[src/ogpm_pkg.sv]
// ----------------------------------------------------------------------------
// ogpm_pkg
// Shared types, widths, reset values and codes of the occupancy grid point
// marker.
// ----------------------------------------------------------------------------
package ogpm_pkg;

   localparam int GRID_SIDE_DEF = 256;

   localparam int COORD_W     = 24;
   localparam int ROT_W       = 16;
   localparam int TRANS_W     = 21;
   localparam int HW_W        = 16;
   localparam int Q14_SHIFT   = 14;
   localparam int PROD_W      = COORD_W + ROT_W;
   localparam int SQ_W        = 2 * COORD_W;
   localparam int ACC_W       = PROD_W + 2;
   localparam int SCALE_W     = 16;
   localparam int SCALED_W    = ACC_W + SCALE_W + 1;
   localparam int SCALE_SHIFT = 30;
   localparam int CELL_W      = SCALED_W - SCALE_SHIFT;
   localparam int OUT_W       = 16;
   localparam int WORD_W      = 64;
   localparam int BIT_SEL_W   = 6;
   localparam int RANGE_W     = 36;

   localparam int CSR_DATA_W  = 63;
   localparam int CSR_INDEX_W = 3;

   localparam logic [SQ_W-1:0] MIN_RANGE_SQ = SQ_W'(16384);

   localparam logic signed [CELL_W-1:0] SAT_HI = CELL_W'(32767);
   localparam logic signed [CELL_W-1:0] SAT_LO = -CELL_W'(32768);

   localparam logic STATUS_NEW     = 1'b0;
   localparam logic STATUS_OUTSIDE = 1'b1;

   localparam logic [47:0]          ROT_ROW_X_RST  = 48'h0000_0000_4000;
   localparam logic [47:0]          ROT_ROW_Y_RST  = 48'h0000_4000_0000;
   localparam logic [47:0]          ROT_ROW_Z_RST  = 48'h4000_0000_0000;
   localparam logic [62:0]          TRANS_RST      = 63'd0;
   localparam logic [31:0]          HEIGHT_WIN_RST = 32'h0200_004D;
   localparam logic [RANGE_W-1:0]   MAX_RANGE_RST  = 36'd104857600;
   localparam logic [SCALE_W-1:0]   CELL_SCALE_RST = 16'd512;

   typedef enum logic [CSR_INDEX_W-1:0] {
      CSR_ROT_ROW_X,
      CSR_ROT_ROW_Y,
      CSR_ROT_ROW_Z,
      CSR_TRANSLATION,
      CSR_HEIGHT_WINDOW,
      CSR_MAX_RANGE_SQ,
      CSR_CELL_SCALE
   } csr_index_type;

   typedef enum logic [2:0] {
      ST_CLEAR,
      ST_IDLE,
      ST_CALC,
      ST_LOOKUP,
      ST_EMIT
   } state_type;

   typedef struct packed {
      logic signed [COORD_W-1:0] point_x;
      logic signed [COORD_W-1:0] point_y;
      logic signed [COORD_W-1:0] point_z;
   } req_word_type;

   typedef struct packed {
      logic signed [OUT_W-1:0] cell_x;
      logic signed [OUT_W-1:0] cell_y;
      logic                    status;
   } rsp_word_type;

   typedef struct packed {
      logic [47:0]        rot_row_x;
      logic [47:0]        rot_row_y;
      logic [47:0]        rot_row_z;
      logic [62:0]        translation;
      logic [31:0]        height_window;
      logic [RANGE_W-1:0] max_range_sq;
      logic [SCALE_W-1:0] cell_scale;
   } cfg_type;

   typedef struct packed {
      logic                    done;
      logic                    keep;
      logic                    outside;
      logic signed [OUT_W-1:0] cell_x;
      logic signed [OUT_W-1:0] cell_y;
      logic [BIT_SEL_W-1:0]    bit_sel;
   } xf_res_type;

   typedef struct packed {
      logic rd_en;
      logic set_en;
   } bm_ctl_type;

   typedef struct packed {
      logic busy;
      logic hit;
   } bm_sts_type;

endpackage

[src/ogpm_csr.sv]
// ----------------------------------------------------------------------------
// ogpm_csr
// Configuration registers: pose, height window, range limit and cell scale.
// ----------------------------------------------------------------------------
module ogpm_csr (
   input  logic                                clock,
   input  logic                                reset,
   input  logic                                csr_wr_en,
   input  logic [ogpm_pkg::CSR_INDEX_W-1:0]    csr_index,
   input  logic [ogpm_pkg::CSR_DATA_W-1:0]     csr_wdata,
   output ogpm_pkg::cfg_type                   cfg
);

   ogpm_pkg::cfg_type cfg_ff;
   ogpm_pkg::cfg_type cfg_in;

   always_comb begin
      cfg_in = cfg_ff;
      if (csr_wr_en) begin
         case (csr_index)
            ogpm_pkg::CSR_ROT_ROW_X:     cfg_in.rot_row_x     = csr_wdata[47:0];
            ogpm_pkg::CSR_ROT_ROW_Y:     cfg_in.rot_row_y     = csr_wdata[47:0];
            ogpm_pkg::CSR_ROT_ROW_Z:     cfg_in.rot_row_z     = csr_wdata[47:0];
            ogpm_pkg::CSR_TRANSLATION:   cfg_in.translation   = csr_wdata[62:0];
            ogpm_pkg::CSR_HEIGHT_WINDOW: cfg_in.height_window = csr_wdata[31:0];
            ogpm_pkg::CSR_MAX_RANGE_SQ:
               cfg_in.max_range_sq = csr_wdata[ogpm_pkg::RANGE_W-1:0];
            ogpm_pkg::CSR_CELL_SCALE:
               cfg_in.cell_scale = csr_wdata[ogpm_pkg::SCALE_W-1:0];
            default: cfg_in = cfg_ff;
         endcase
      end
   end

   always_ff @(posedge clock) begin
      if (reset) begin
         cfg_ff.rot_row_x     <= ogpm_pkg::ROT_ROW_X_RST;
         cfg_ff.rot_row_y     <= ogpm_pkg::ROT_ROW_Y_RST;
         cfg_ff.rot_row_z     <= ogpm_pkg::ROT_ROW_Z_RST;
         cfg_ff.translation   <= ogpm_pkg::TRANS_RST;
         cfg_ff.height_window <= ogpm_pkg::HEIGHT_WIN_RST;
         cfg_ff.max_range_sq  <= ogpm_pkg::MAX_RANGE_RST;
         cfg_ff.cell_scale    <= ogpm_pkg::CELL_SCALE_RST;
      end else begin
         cfg_ff <= cfg_in;
      end
   end

   assign cfg = cfg_ff;

endmodule

[config.mk]
export PLATFORM = sky130hd
export DESIGN_NAME = ogpm_csr
export DESIGN_NICKNAME = d
export VERILOG_FILES = /design/src/ogpm_pkg.sv /design/src/ogpm_csr.sv
export SDC_FILE = /design/constraint.sdc
export NUM_CORES = 1
export LEC_CHECK = 0
export ABC_CLOCK_PERIOD_IN_PS = 1600
export BUFFER_PORTS_ARGS = -buffer_cell sky130_fd_sc_hd__buf_2
export CORE_MARGIN = 8
export CORE_UTILIZATION = 35
export DETAILED_ROUTE_END_ITERATION = 6
export GPL_TIMING_DRIVEN = 0
export PLACE_DENSITY = 0.58
export SLEW_MARGIN = 20
export SYNTH_ARGS = -nofsm -noshare
export SYNTH_HDL_FRONTEND = slang
export SYNTH_SLANG_ARGS = --single-unit
[constraint.sdc]
create_clock -name clock -period 1.6 [get_ports clock]
set_input_delay 0.32 -clock clock [delete_from_list [all_inputs] [get_ports clock]]
set_output_delay 0.32 -clock clock [all_outputs]
set_load 0.005 [all_outputs]
# ---- Word-level counts from Yosys, hierarchy flattened
# Cells that the tools add are included.
dict set report word_totals {
  regBits 291
  latchBits 0
  ram_bits 0
  romBits 0
  in_bits 69
  out_inout_bits 291
  elab_cells 21
  memories 0
}
dict set report classes {
  add_sub_neg 0
  mul 0
  n_div 0
  n_lt_le_gt_ge 0
  n_eq_ne 6
  shift 0
  n_mux 0
  bitwise_logic 0
  n_reduce_logical 8
}
# op count
set op_table {}
lappend op_table {{$reduce_and A2 Y1} 7}
lappend op_table {{$eq A3 B3 Y1 const B} 3}
lappend op_table {{$eq A3 B2 Y1 const B} 2}
lappend op_table {{$eq A3 B1 Y1 const B} 1}
lappend op_table {{$logic_not A3 Y1} 1}

# ---- Depth between registers and ports, before layout
# Gate-level depths: netlist (run 1).
dict set report logic_depth {
  word_depth 2
  mapped_depth 5
  depth_no_buf 2
}

# ---- Worst setup path before layout (run 1)
# Ideal clock, no wire load.
dict set report synth_timing {
  path_type {input -> register}
  from {input csr_index[1] in the netlist's numbering}
  to {register cfg_ff (netlist bit cfg[288])}
  t_arrival_ns 1.351
  t_required_ns 1.479
  setup_slack_ns 0.128
  stages 5
  path_cell_list {buf_4 > or4b_4 > buf_6 > buf_12 > mux2i_1}
}
dict set report synth_between {
  elab_chain_cells 2
}
# element line_no
set synth_lines {}
lappend synth_lines {{start, declared} ogpm_csr.sv:9} ;# input logic [ogpm_pkg::CSR_INDEX_W-1:0] csr_index,
lappend synth_lines {{$logic_not A3 Y1} ogpm_csr.sv:20} ;# case (csr_index)
lappend synth_lines {{$reduce_and A2 Y1 (no line)} n/a}
lappend synth_lines {{end signal, assigned} ogpm_csr.sv:45} ;# cfg_ff <= cfg_in;
lappend synth_lines {{end, declared} ogpm_csr.sv:14} ;# ogpm_pkg::cfg_type cfg_ff;
# No other way between the ends.
# A chain may end at the register's enable or synchronous reset.

==> impl_summary.log, run 1 <==
INFO  metric wl = 39900 um
INFO  metric dpl-instance-area = 13800 um2
INFO  metric synth_edf_count = 0
INFO  metric outcome = finished clean
INFO  metric finalNetCount = 1500
INFO  metric crit_arrival = 1.87 ns
INFO  metric post-route-min-period = 1.50 ns
INFO  metric synth-simple-area-share = 20.4%
INFO  metric postSynth.asyncResetShare = 0%
INFO  metric critical_path_class = primary input to flip-flop
INFO  metric cts_buffer_depth = 3
INFO  metric syn-instance-count = 1037
INFO  metric detailroute.via_count = 8701
INFO  metric rows = 66
INFO  metric die_w = 197 um
INFO  metric dr.pass1.iters = 5
INFO  metric first_global_vias = 9145
INFO  metric clock_sinks = 291
INFO  metric largest_register_ff_count = 291
INFO  metric synth_top_family_by_area = multiplexers
INFO  metric post_synth_mux_area_share = 25.4%
INFO  metric p_sw = 0.00378 W
INFO  metric unrepaired_setup_endpoints_after_global_routing = no
INFO  metric htreeDepth = 2
INFO  metric post_synthesis_sequential_area_ratio = 50.8%
INFO  metric ys_top_cells_by_area = dfxtp_1, mux2i_1, nand2b_1
INFO  metric fp.dieArea = 38800 um2
INFO  metric worstSetupStartpointType = primary input
INFO  metric ys_types = 15
INFO  metric cts_hold_repair.buffers = 0
INFO  metric input_output_buffers = 358
INFO  metric finalHoldViolCount = 0
INFO  metric postcts_setup_bufs = 0
INFO  metric share_seq_of_total_power = 45.3%
INFO  metric cap_violations = 0
INFO  metric synth.net_count = 1106
INFO  metric syn_area_per_cell = 11.1 um2
INFO  metric fillerInstances = 3189
INFO  metric p_leak = 7.77 nW
INFO  metric via_per_inst = 4.58
INFO  metric fin_crit_sh = 94.0%
INFO  metric worst_r2r_path_depth = 2
INFO  metric setup_total_neg_slack = 0 ns
INFO  metric grt_use_met3 = 5.74%
INFO  metric grt.overflow.total = 0
INFO  metric layout-drive-gt1-share = 31.0%
INFO  metric worstHoldStart = csr_wdata[53]
INFO  metric synth_compound_gate_area_share = 0%
INFO  metric ys_ff_latch = 291
INFO  metric grt_util_met2 = 33.5%
INFO  metric clockPowerShare = 47.8%
INFO  metric maxSlewViolCount = 0
INFO  metric coreArea = 32400 um2
INFO  metric critical_path.startpoint = reset
INFO  metric grt_start_max_net_pins = 13
INFO  metric antenna_left = 0
INFO  metric worst-slew-pin-transition = 0.900 ns
INFO  metric starting_density_of_the_core = 35.4%
INFO  metric critical_path.endpoint_type = flip-flop
INFO  metric busiest_layer = met2
INFO  metric synth_common_cells = nand2b_1, dfxtp_1, mux2i_1, clkbuf_1, buf_2
INFO  metric fp.dieH = 197 um
INFO  metric tritoncts_clock_tree = done
INFO  metric layout.core_utilization = 46.2%
INFO  metric ctsResizeCount = 0
INFO  metric ys.flop_type = dfxtp_1
INFO  metric area_growth_syn_to_layout = 30.5%
INFO  metric first_iter_violations = 323
INFO  metric synth_adder_area_share = 0%
INFO  metric hold_class = primary input to flip-flop
INFO  metric ff2ff_setup_slack = 0.95 ns
INFO  metric area_share_of_xor_xnor_cells_in_the_synthesized_design = 0%
INFO  metric min_path_cells = 3
INFO  metric synth_top_cell_by_area = dfxtp_1
INFO  metric power.switching_fraction = 22.8%
INFO  metric synthDominantCellAreaShare = 50.8%
INFO  metric power = 0.0166 W
INFO  metric yosysMostFrequentCell = nand2b_1
INFO  metric ioPinCount = 360
INFO  metric fmax = 0.665 GHz
INFO  metric syn_warnings = 0
INFO  metric wl_per_cell = 21.0 um
INFO  metric critical_path.reg2reg.startpoint = cfg[21]
INFO  metric vdd_ir_drop_max = 849 uV
INFO  metric path_clk_slew = 0.06 ns
INFO  metric clockRootBuffer = clkbuf_16
INFO  metric comb_power_share = 6.9%
INFO  metric routabilityCongestion = 0.763
INFO  metric cts-buffers-inserted = 34
INFO  metric remaining_drc_errors = 0
INFO  metric timing.final.setup_violations = 0
INFO  metric groute.layer.met1.usage = 24.2%
INFO  metric crit_fanout = 10
INFO  metric power.density_cell_area = 1110 nW/um2
INFO  metric timing.slew.headroom = 40.0%
INFO  metric clock-skew-final = 0 ns
INFO  metric detailedPlacementHpwl = 29400 um
INFO  metric critical_path_required = 1.96 ns
INFO  metric clk-insertion-delay-late = 0.50 ns
INFO  metric gr-usage-all-layers = 19.8%
INFO  metric synthesis.area = 11500 um2
INFO  metric grt_pass1_wl = 58900 um
INFO  metric cellInternalPower = 0.0128 W
INFO  metric final_area = 15000 um2
INFO  metric antenna_found_initial = 9
[critical path: stages]
cell and delay, ns:
clkbuf_1 0.54, clkbuf_1 0.44, nand2b_1 0.43, mux2i_1 0.13
[cell usage in the layout, fill, tap and decap left out, types with 4 or more instances in the layout]
master | netlist | final
buf_2 | 28 | 386
nor2_1 | 23 | 23
diode_2 | 0 | 4
nand2b_1 | 342 | 342
dfxtp_1 | 291 | 291
clkbuf_8 | 0 | 7
mux2i_1 | 291 | 291
clkbuf_16 | 0 | 37
buf_4 | 6 | 6
clkbuf_1 | 42 | 50
[cells by family (layout without fill, tap and decap cells)]
family / after synthesis / count (layout)
simple gates: 376 / 376
mux: 291 / 291
flops: 291 / 291
buf+inv: 79 / 497
other cells: 0 / 4
[power groups by stage]
stage          Sequential [W]  Clock [W]  Combinational (W)
2_1_floorplan         0.00766          0           0.000599
3_3_place_gp          0.00765          0            0.00116
3_5_place_dp          0.00765          0            0.00117
4_1_cts               0.00749    0.00813            0.00118
5_1_grt               0.00751    0.00840            0.00124
6_report              0.00750    0.00792            0.00115
[through the flow]
step / setup slack [ns] / hold WS [ns] / instances
after global routing: 0.0572 / 0.0796 / 1900
after CTS: 0.0135 / 0.0549 / 1897
final: 0.0962 / 0.0762 / 1901
after floorplan: 0.128 / 0.465 / 1037
after detailed placement: -0.515 / 0.457 / 1837
after global placement: -0.487 / 0.456 / 1837
[area by class of cell]
| cell class | instances | area [um2] | area share [%] |
|---|---|---|---|
| repair buffers | 358 | 1790 | 12.0 |
| well taps | 442 | 553 | 3.69 |
| flip-flops and latches | 291 | 5830 | 38.9 |
| multi-input cells | 667 | 5260 | 35.1 |
| diodes | 4 | 10.0 | 0.0669 |
| plain buffers | 79 | 388 | 2.59 |
| clock buffers | 54 | 1060 | 7.08 |
| clock inverters | 6 | 83.8 | 0.560 |
[per-layer routing]
layer	wire length, um	vias to the layer above
met5	46	-
met4	880	8
met3	2700	60
met2	18800	246
met1	17500	4177
li1	-	4210
[path summary, 6_finish.rpt]
check                           endpoint
worst min-delay path            cfg[137]
worst min register to register  cfg[272]
worst max-delay path            cfg[274]
worst max register to register   cfg[21]
Power figures use the tool's default switching activity.
==> inputs of run 2 (changes only) <==
--- a/config.mk
+++ b/config.mk
@@ -12,6 +12,7 @@
 export DETAILED_ROUTE_END_ITERATION = 6
 export GPL_TIMING_DRIVEN = 0
 export PLACE_DENSITY = 0.58
+export SETUP_SLACK_MARGIN = 0.5
 export SLEW_MARGIN = 20
 export SYNTH_ARGS = -nofsm -noshare
 export SYNTH_HDL_FRONTEND = slang
==> run 2 against run 1 <==
Sequential power up 0.7%. Fmax up 17%. Clock skew unchanged. Critical path type is now flip-flop to output port. Largest power group unchanged. Highest routed layer unchanged.
==> impl_summary.log, run 2 (synthesis results as in run 1) <==
INFO  metric largest_register_ff_count = 291 (unchanged)
INFO  metric comb_power_share = 8.5% (+1.6 points)
INFO  metric holdWs = 0.0716 ns (-0.00464 ns)
INFO  metric maxSlewViolCount = 0 (unchanged)
INFO  metric outcome = finished clean
INFO  metric antenna_found_initial = 7 (-2)
INFO  metric tritoncts_clock_tree = done
INFO  metric unrepaired_setup_endpoints_after_global_routing = yes
INFO  metric multi_input_comb_area = 5300 um2 (+0.71%)
INFO  metric fin_crit_sh = 80.4% (-14 points)
INFO  metric input_output_buffers = 358 (unchanged)
INFO  metric starting_density_of_the_core = 35.4% (unchanged)
INFO  metric clk-insertion-delay-late = 0.50 ns (about the same)
INFO  metric cap_violations = 0 (unchanged)
INFO  metric first_global_vias = 9676 (+5.8%)
INFO  metric via_per_inst = 4.56 (-0.29%)
INFO  metric worst_path_dominant_cell_family = flip-flops
INFO  metric share_seq_of_total_power = 44.0% (-1.3 points)
INFO  metric p_sw = 0.00392 W (+3.7%)
INFO  metric critical_path_class = flip-flop to output port
INFO  metric wl = 41500 um (+4.0%)
INFO  metric worstPathCellList = buf_6
INFO  metric first_iter_violations = 282 (-13%)
INFO  metric critical_path.startpoint = cfg[58]
INFO  metric grt.overflow.total = 0 (unchanged)
INFO  metric coreArea = 32400 um2 (unchanged)
INFO  metric critical_path.endpoint_type = output port
INFO  metric htreeDepth = 2 (unchanged)
INFO  metric worstSetupStartpointType = flip-flop
INFO  metric ff_latch_area = 6190 um2 (+6.3%)
INFO  metric cellInternalPower = 0.0133 W (+3.8%)
INFO  metric worstHoldStart = csr_wdata[51]
INFO  metric path_clk_slew = 0.06 ns (about the same)
INFO  metric critPathSlowestCell = dfxtp_2
INFO  metric ff2ff_setup_slack = 0.79 ns (-0.16 ns)
INFO  metric finalNetCount = 1600 (+6.7%)
INFO  metric remaining_drc_errors = 0 (unchanged)
INFO  metric layout-drive-gt1-share = 55.8% (+25 points)
INFO  metric wl_per_cell = 20.7 um (-1.1%)
INFO  metric routabilityCongestion = 0.765 (+0.22%)
INFO  metric antenna_left = 0 (unchanged)
INFO  metric fp.dieH = 197 um (unchanged)
INFO  metric grt_start_max_net_pins = 13 (unchanged)
INFO  metric timing.final.setup_violations = 0 (unchanged)
INFO  metric area_growth_syn_to_layout = 57.2%
INFO  metric layout.core_utilization = 55.7% (+9.4 points)
INFO  metric fp.dieArea = 38800 um2 (unchanged)
INFO  metric crit_fanout = 2 (-8)
INFO  metric grt_pass1_wl = 60500 um (+2.7%)
INFO  metric hold_class = primary input to flip-flop
INFO  metric clockRootBuffer = clkbuf_16
INFO  metric finalHoldViolCount = 0 (unchanged)
INFO  metric clockPowerShare = 47.6% (-0.2 points)
INFO  metric vdd_ir_drop_max = 634 uV (-25%)
INFO  metric final_common_cell = nand2b_1
INFO  metric post-route-worst-setup-slack = 0.314 ns (+0.218 ns)
INFO  metric max_stage_delay = 0.35 ns (-0.19 ns)
INFO  metric preCtsSetupSlack = -0.303 ns (+0.212 ns)
INFO  metric crit_arrival = 0.97 ns (-0.90 ns)
INFO  metric worst-slew-pin-transition = 0.577 ns (-0.323 ns)
INFO  metric fillerInstances = 2855 (-10%)
INFO  metric cts-buffers-inserted = 34 (unchanged)
INFO  metric detailroute.via_count = 9128 (+4.9%)
INFO  metric ioPinCount = 360 (unchanged)
INFO  metric fmax = 0.778 GHz (+17%)
INFO  metric worstPathBufferInverterCount = 1 (-1)
INFO  metric critical_path_required = 1.28 ns (-0.68 ns)
INFO  metric power.switching_fraction = 22.8% (about the same)
INFO  metric clock_sinks = 291 (unchanged)
INFO  metric detailedPlacementHpwl = 29300 um (-0.47%)
INFO  metric post-route-min-period = 1.29 ns (-0.218 ns)
INFO  metric cts_buffer_depth = 3 (unchanged)
INFO  metric die_w = 197 um (unchanged)
INFO  metric gr-usage-all-layers = 20.2% (+0.43 points)
INFO  metric critical_path.reg2reg.startpoint = cfg[251]
INFO  metric clock-skew-final = 0 ns (unchanged)
INFO  metric timing.slew.headroom = 61.5% (+22 points)
INFO  metric power.density_cell_area = 953 nW/um2 (-14%)
INFO  metric p_leak = 8.84 nW (+14%)
INFO  metric mostFrequentLayoutCells = nand2b_1, dfxtp_2, mux2i_1, buf_6, buf_2
INFO  metric dr.pass1.iters = 4 (-1)
INFO  metric rows = 66 (unchanged)
## run 2: cell types whose count changed in the layout (fill, tap and decap cells not counted), sizes merged
cell,previous run,this run
buf,395,493
bufinv,2,4
clkbuf,96,94
inv,1,3
diode,4,3
## run 2: worst paths after layout
check	depth (start not counted)	end
worst max-delay path	1	cfg[58]
worst min-delay path	3	cfg[135]
worst max register to register	4	cfg[251]
worst min register to register	2	cfg[104]
## run 2: power groups by stage
stage / clock network, W / logic, W / registers (W)
floorplan: 0 / 0.000638 / 0.00766
global placement: 0 / 0.00120 / 0.00765
detailed placement: 0 / 0.00120 / 0.00765
CTS: 0.00835 / 0.00137 / 0.00754
global route: 0.00865 / 0.00155 / 0.00757
finish: 0.00818 / 0.00145 / 0.00755
## run 2: area by class of cell
cell class,count,area share (%)
sequential,291,34.3
multi-input combinational,667,29.4
timing repair buffer,458,22.7
clock buffer,50,5.61
buffer,79,3.86
tap,442,3.07
clock inverter,10,0.972
antenna,3,0.0417
## run 2: metrics by stage
stage	setup TNS, ns	std cells	instance area, um2	power [W]
5_1_grt	0	1999	18000	0.0178
2_1_floorplan	0	1037	11700	0.00830
3_5_place_dp	-27.49	1837	14100	0.00886
6_report	0	2000	18000	0.0172
4_1_cts	0	1937	17100	0.0173
3_3_place_gp	-25.48	1837	14100	0.00885
## run 2: per-layer routing
metal	routed length, um	vias up	track usage [%]
met5	34	-	0
met4	682	6	4.35
met3	3160	49	7.19
met2	19500	244	33.9
met1	18100	4415	24.7
li1	-	4414	-
## run 2: repair_timing
item	4_1_cts	5_1_grt
gates resized for setup	481	80
endpoints found under the setup margin	496	423
hold buffers	0	0
pin swaps	1	1
buffers inserted	39	57
cloned	1	3
